--- src/sv/rgef_ram.sv ---
`timescale 1ns / 1ps

module rgef_ram #(
    parameter int WIDTH = 8,
    parameter int DEPTH = 16
) (
    input  logic                     clk,
    input  logic                     we,
    input  logic [$clog2(DEPTH)-1:0] waddr,
    input  logic [WIDTH-1:0]         wdata,
    input  logic [$clog2(DEPTH)-1:0] raddr,
    output logic [WIDTH-1:0]         rdata
);

    logic [WIDTH-1:0] mem_reg [DEPTH];
    logic [WIDTH-1:0] rdata_reg;

    always_ff @(posedge clk)
    begin
        if (we)
        begin
            mem_reg[waddr] <= wdata;
        end
        rdata_reg <= mem_reg[raddr];
    end

    assign rdata = rdata_reg;

endmodule

--- config.mk ---
export PLATFORM = sky130hd
export DESIGN_NAME = rgef_ram
export DESIGN_NICKNAME = d
export VERILOG_FILES = /design/src/sv/rgef_ram.sv
export SDC_FILE = /design/constraint.sdc
export NUM_CORES = 1
export LEC_CHECK = 0
export BUFFER_PORTS_ARGS = -buffer_cell sky130_fd_sc_hd__buf_2
export CORE_UTILIZATION = 50
export DETAILED_ROUTE_END_ITERATION = 6
export GPL_TIMING_DRIVEN = 1
export HOLD_SLACK_MARGIN = 0.06
export PLACE_DENSITY = 0.77
export SLEW_MARGIN = 10
export SYNTH_ARGS = -nofsm -noshare
export SYNTH_HDL_FRONTEND = slang
export SYNTH_SLANG_ARGS = --single-unit
--- constraint.sdc ---
create_clock -name clk -period 3.5 [get_ports clk]
set_clock_uncertainty 0.1 [all_clocks]
set_input_delay 0.875 -clock clk [delete_from_list [all_inputs] [get_ports clk]]
set_output_delay 0.875 -clock clk [all_outputs]
set_load 0.01 [all_outputs]
==> qor.csv <==
stage,metric,value,unit
cts,htree_levels,4,
power,power.leakage,2.05,nW
cts,path_clk_slew,0.06,ns
timing,fin_crit,2.17,ns
yosys,netlist_instances,229,
yosys,synth_cell_types,19,
layout,largest_register_ffs,128,
yosys,synth_fp_nets,247,
timing,rsz0062_at_grt,false,
layout,drive_gt1_frac,0.294,
layout,insertedDiodeCount,0,
global_route,grt_max_degree,33,
routing,drtIter0Drc,224,
floorplan,core.rowCount,36,
timing,relSlewSlack,0.337,
cts,clock_sinks,136,
critical_path,crit_required,3.79,ns
timing,clock.fmax,460,MHz
critical_path,startpoint_type,input port,
yosys,yosysSeqAreaShare,0.778,
routing,drc,0,
routing,via_per_inst,5.93,
place,dp_hpwl,6000,um
layout,syn_to_final_growth,17.5,%
global_route,gr-usage-met2,0.323,
critical_path,cp-end-kind,register,
status,run_status,"complete, no violations",
floorplan,die_w,103,um
job,cap_violations,0,
timing,tightestPinTransition,0.990,ns
place,dp_slack,0.778,ns
timing,finalSetupViolCount,0,
routing,wl_per_cell,23.9,um
yosys,syn_avg_cell_area,22.5,um^2
routing,antenna_left,0,
place,port-buffer-count,25,
critical_path,crit_slowest_cell,mux4_1,
floorplan,dieArea,0.0107,mm^2
global_route,grt_use_met3,0.0652,
yosys,synth.top_cell.area_share,0.747,
cts,cts_tree,built,
layout,fin_nets,291,
cts,cts_setup_buffers,0,
routing,via_count,2485,
cts,cts_hold_buf,0,
global_route,grt_antenna_before_repair,0,
floorplan,io_pins,26,
yosys,ys_top_cells_by_area,"edfxtp_1, mux4_2, mux4_1, dfxtp_1, a22oi_1",
power,power_density,625,mW/mm^2
cts,numCtsBuffers,17,
floorplan,core,0.00986,mm^2
critical_path,path_max_fanout,21,
min_path,hold_class,register to register,
yosys,ys_seq_elements,136,
cts,cts_resized,0,
place,gp_congestion,0.715,
global_route,grt.total_usage,0.208,
timing,hold_violations,0,
timing,slew_violations,0,
global_route,grt_pass1_vias,2471,
yosys,synth.yosys.warnings,0,
routing,first_pass_iters,5,
critical_path,arrival,2.47,ns
cts,clkLatencyLatePin,0.51,ns
cts,cts-root-buf,clkbuf_8,
floorplan,initial_utilization,0.522,
global_route,grt_first_pass_wirelength,14600,um
timing,setup-tns-final,0,ns
global_route,grt-ovfl-total,0,
critical_path,worstPathCellList,buf_2 > buf_12 > mux4_1 > a22oi_1 > nand2_1,
global_route,busiest_layer,met2,
timing,fin_crit_sh,0.621,
routing,routed_wl,10000,um
cts,clk_path_buf_depth,2,
global_route,met1_usage,0.273,
critical_path,worstSetupPathType,input port to register,
critical_path,max_stage_delay,0.57,ns
yosys,synthesis.area,0.00515,mm^2
timing,fin_ws,1.33,ns
power,vdd_drop_max,0.283,mV
floorplan,die_h,103,um
yosys,yosysTopAreaCell,edfxtp_1,
power by group:
group / switching (W) / leakage, nW / internal (W)
sequential: 0.00000939 / 1.22 / 0.00182
clock: 0.000633 / 0.296 / 0.00114
combinational: 0.0000993 / 0.528 / 0.0000691
total: 0.000742 / 2.05 / 0.00304
per-stage QoR:
step / util / std cells / hold WS (ns) / cell area, um^2 / power [W]
2_1_floorplan: - / 229 / 0.529 / 5150 / 0.00196
3_3_place_gp: 0.551 / 387 / 0.552 / 5440 / 0.00202
3_5_place_dp: 0.551 / 387 / 0.555 / 5440 / 0.00203
4_1_cts: 0.613 / 419 / 0.565 / 6050 / 0.00380
5_1_grt: 0.613 / 419 / 0.600 / 6050 / 0.00388
6_report: 0.613 / 419 / 0.562 / 6050 / 0.00378
cell usage in the layout, fill, tap and decap left out, types with 8 or more instances in the layout:
cell and instances:
dfxtp_1 8, clkbuf_16 16, mux4_2 18, a22oi_1 16, nor2_1 13, mux4_1 14, buf_4 9, buf_2 25
nand2_1 9, edfxtp_1 128
area by class of cell:
class                           count  area, um^2
Clock buffer                       22         463
Clock inverter                     10         143
Fill cell                         663        3820
Multi-Input combinational cell     83        1060
Sequential cell                   136        4000
Tap cell                          133         166
Timing Repair Buffer               35         213
routing by layer:
layer  up-vias  wire [um]
li1       1066          -
met2       132       4990
met1      1268       4040
met3        19        775
met4         0        216
met5         -          0
kinds of logic after synthesis:
family,Yosys count,synth area share
AOI/OAI and AO/OA,16,0.0233
and+or+nand+nor,35,0.0318
buffers and inverters,10,0.0168
DFF,136,0.778
muxes,32,0.150
critical path, delay by kind of cell:
family,cells,cell delay [ns]
multiplexers,1,0.57
buffers and inverters,2,0.61
AND/OR/NAND/NOR,1,0.09
AO/OA/AOI/OAI,1,0.31
Yosys cell counts:
cell type and number:
clkdlybuf4s25_2 3, nand2_1 9, mux4_2 18, buf_4 1
or3b_2 1, a22oi_1 16, and2b_1 1, nor3_1 4
nor2b_1 1, edfxtp_1 128, dfxtp_1 8, buf_2 3
mux4_1 14, buf_6 3, nor2_1 13, nand3b_1 2
and2_1 1, nand3_1 1, nand2b_1 2
worst paths after layout:
| path | to | cells past startpoint | slack, ns | start |
|---|---|---|---|---|
| worst max-delay path | rdata[3] | 5 | 1.33 | raddr[0] |
| worst min-delay path | rdata[1] | 3 | 0.56 | mem_reg[14][1] |
| worst max register to register | rdata[6] | 3 | 2.00 | mem_reg[2][6] |
| worst min register to register | rdata[1] | 3 | 0.56 | mem_reg[14][1] |
Note: power is estimated with default switching activity, not from simulation.
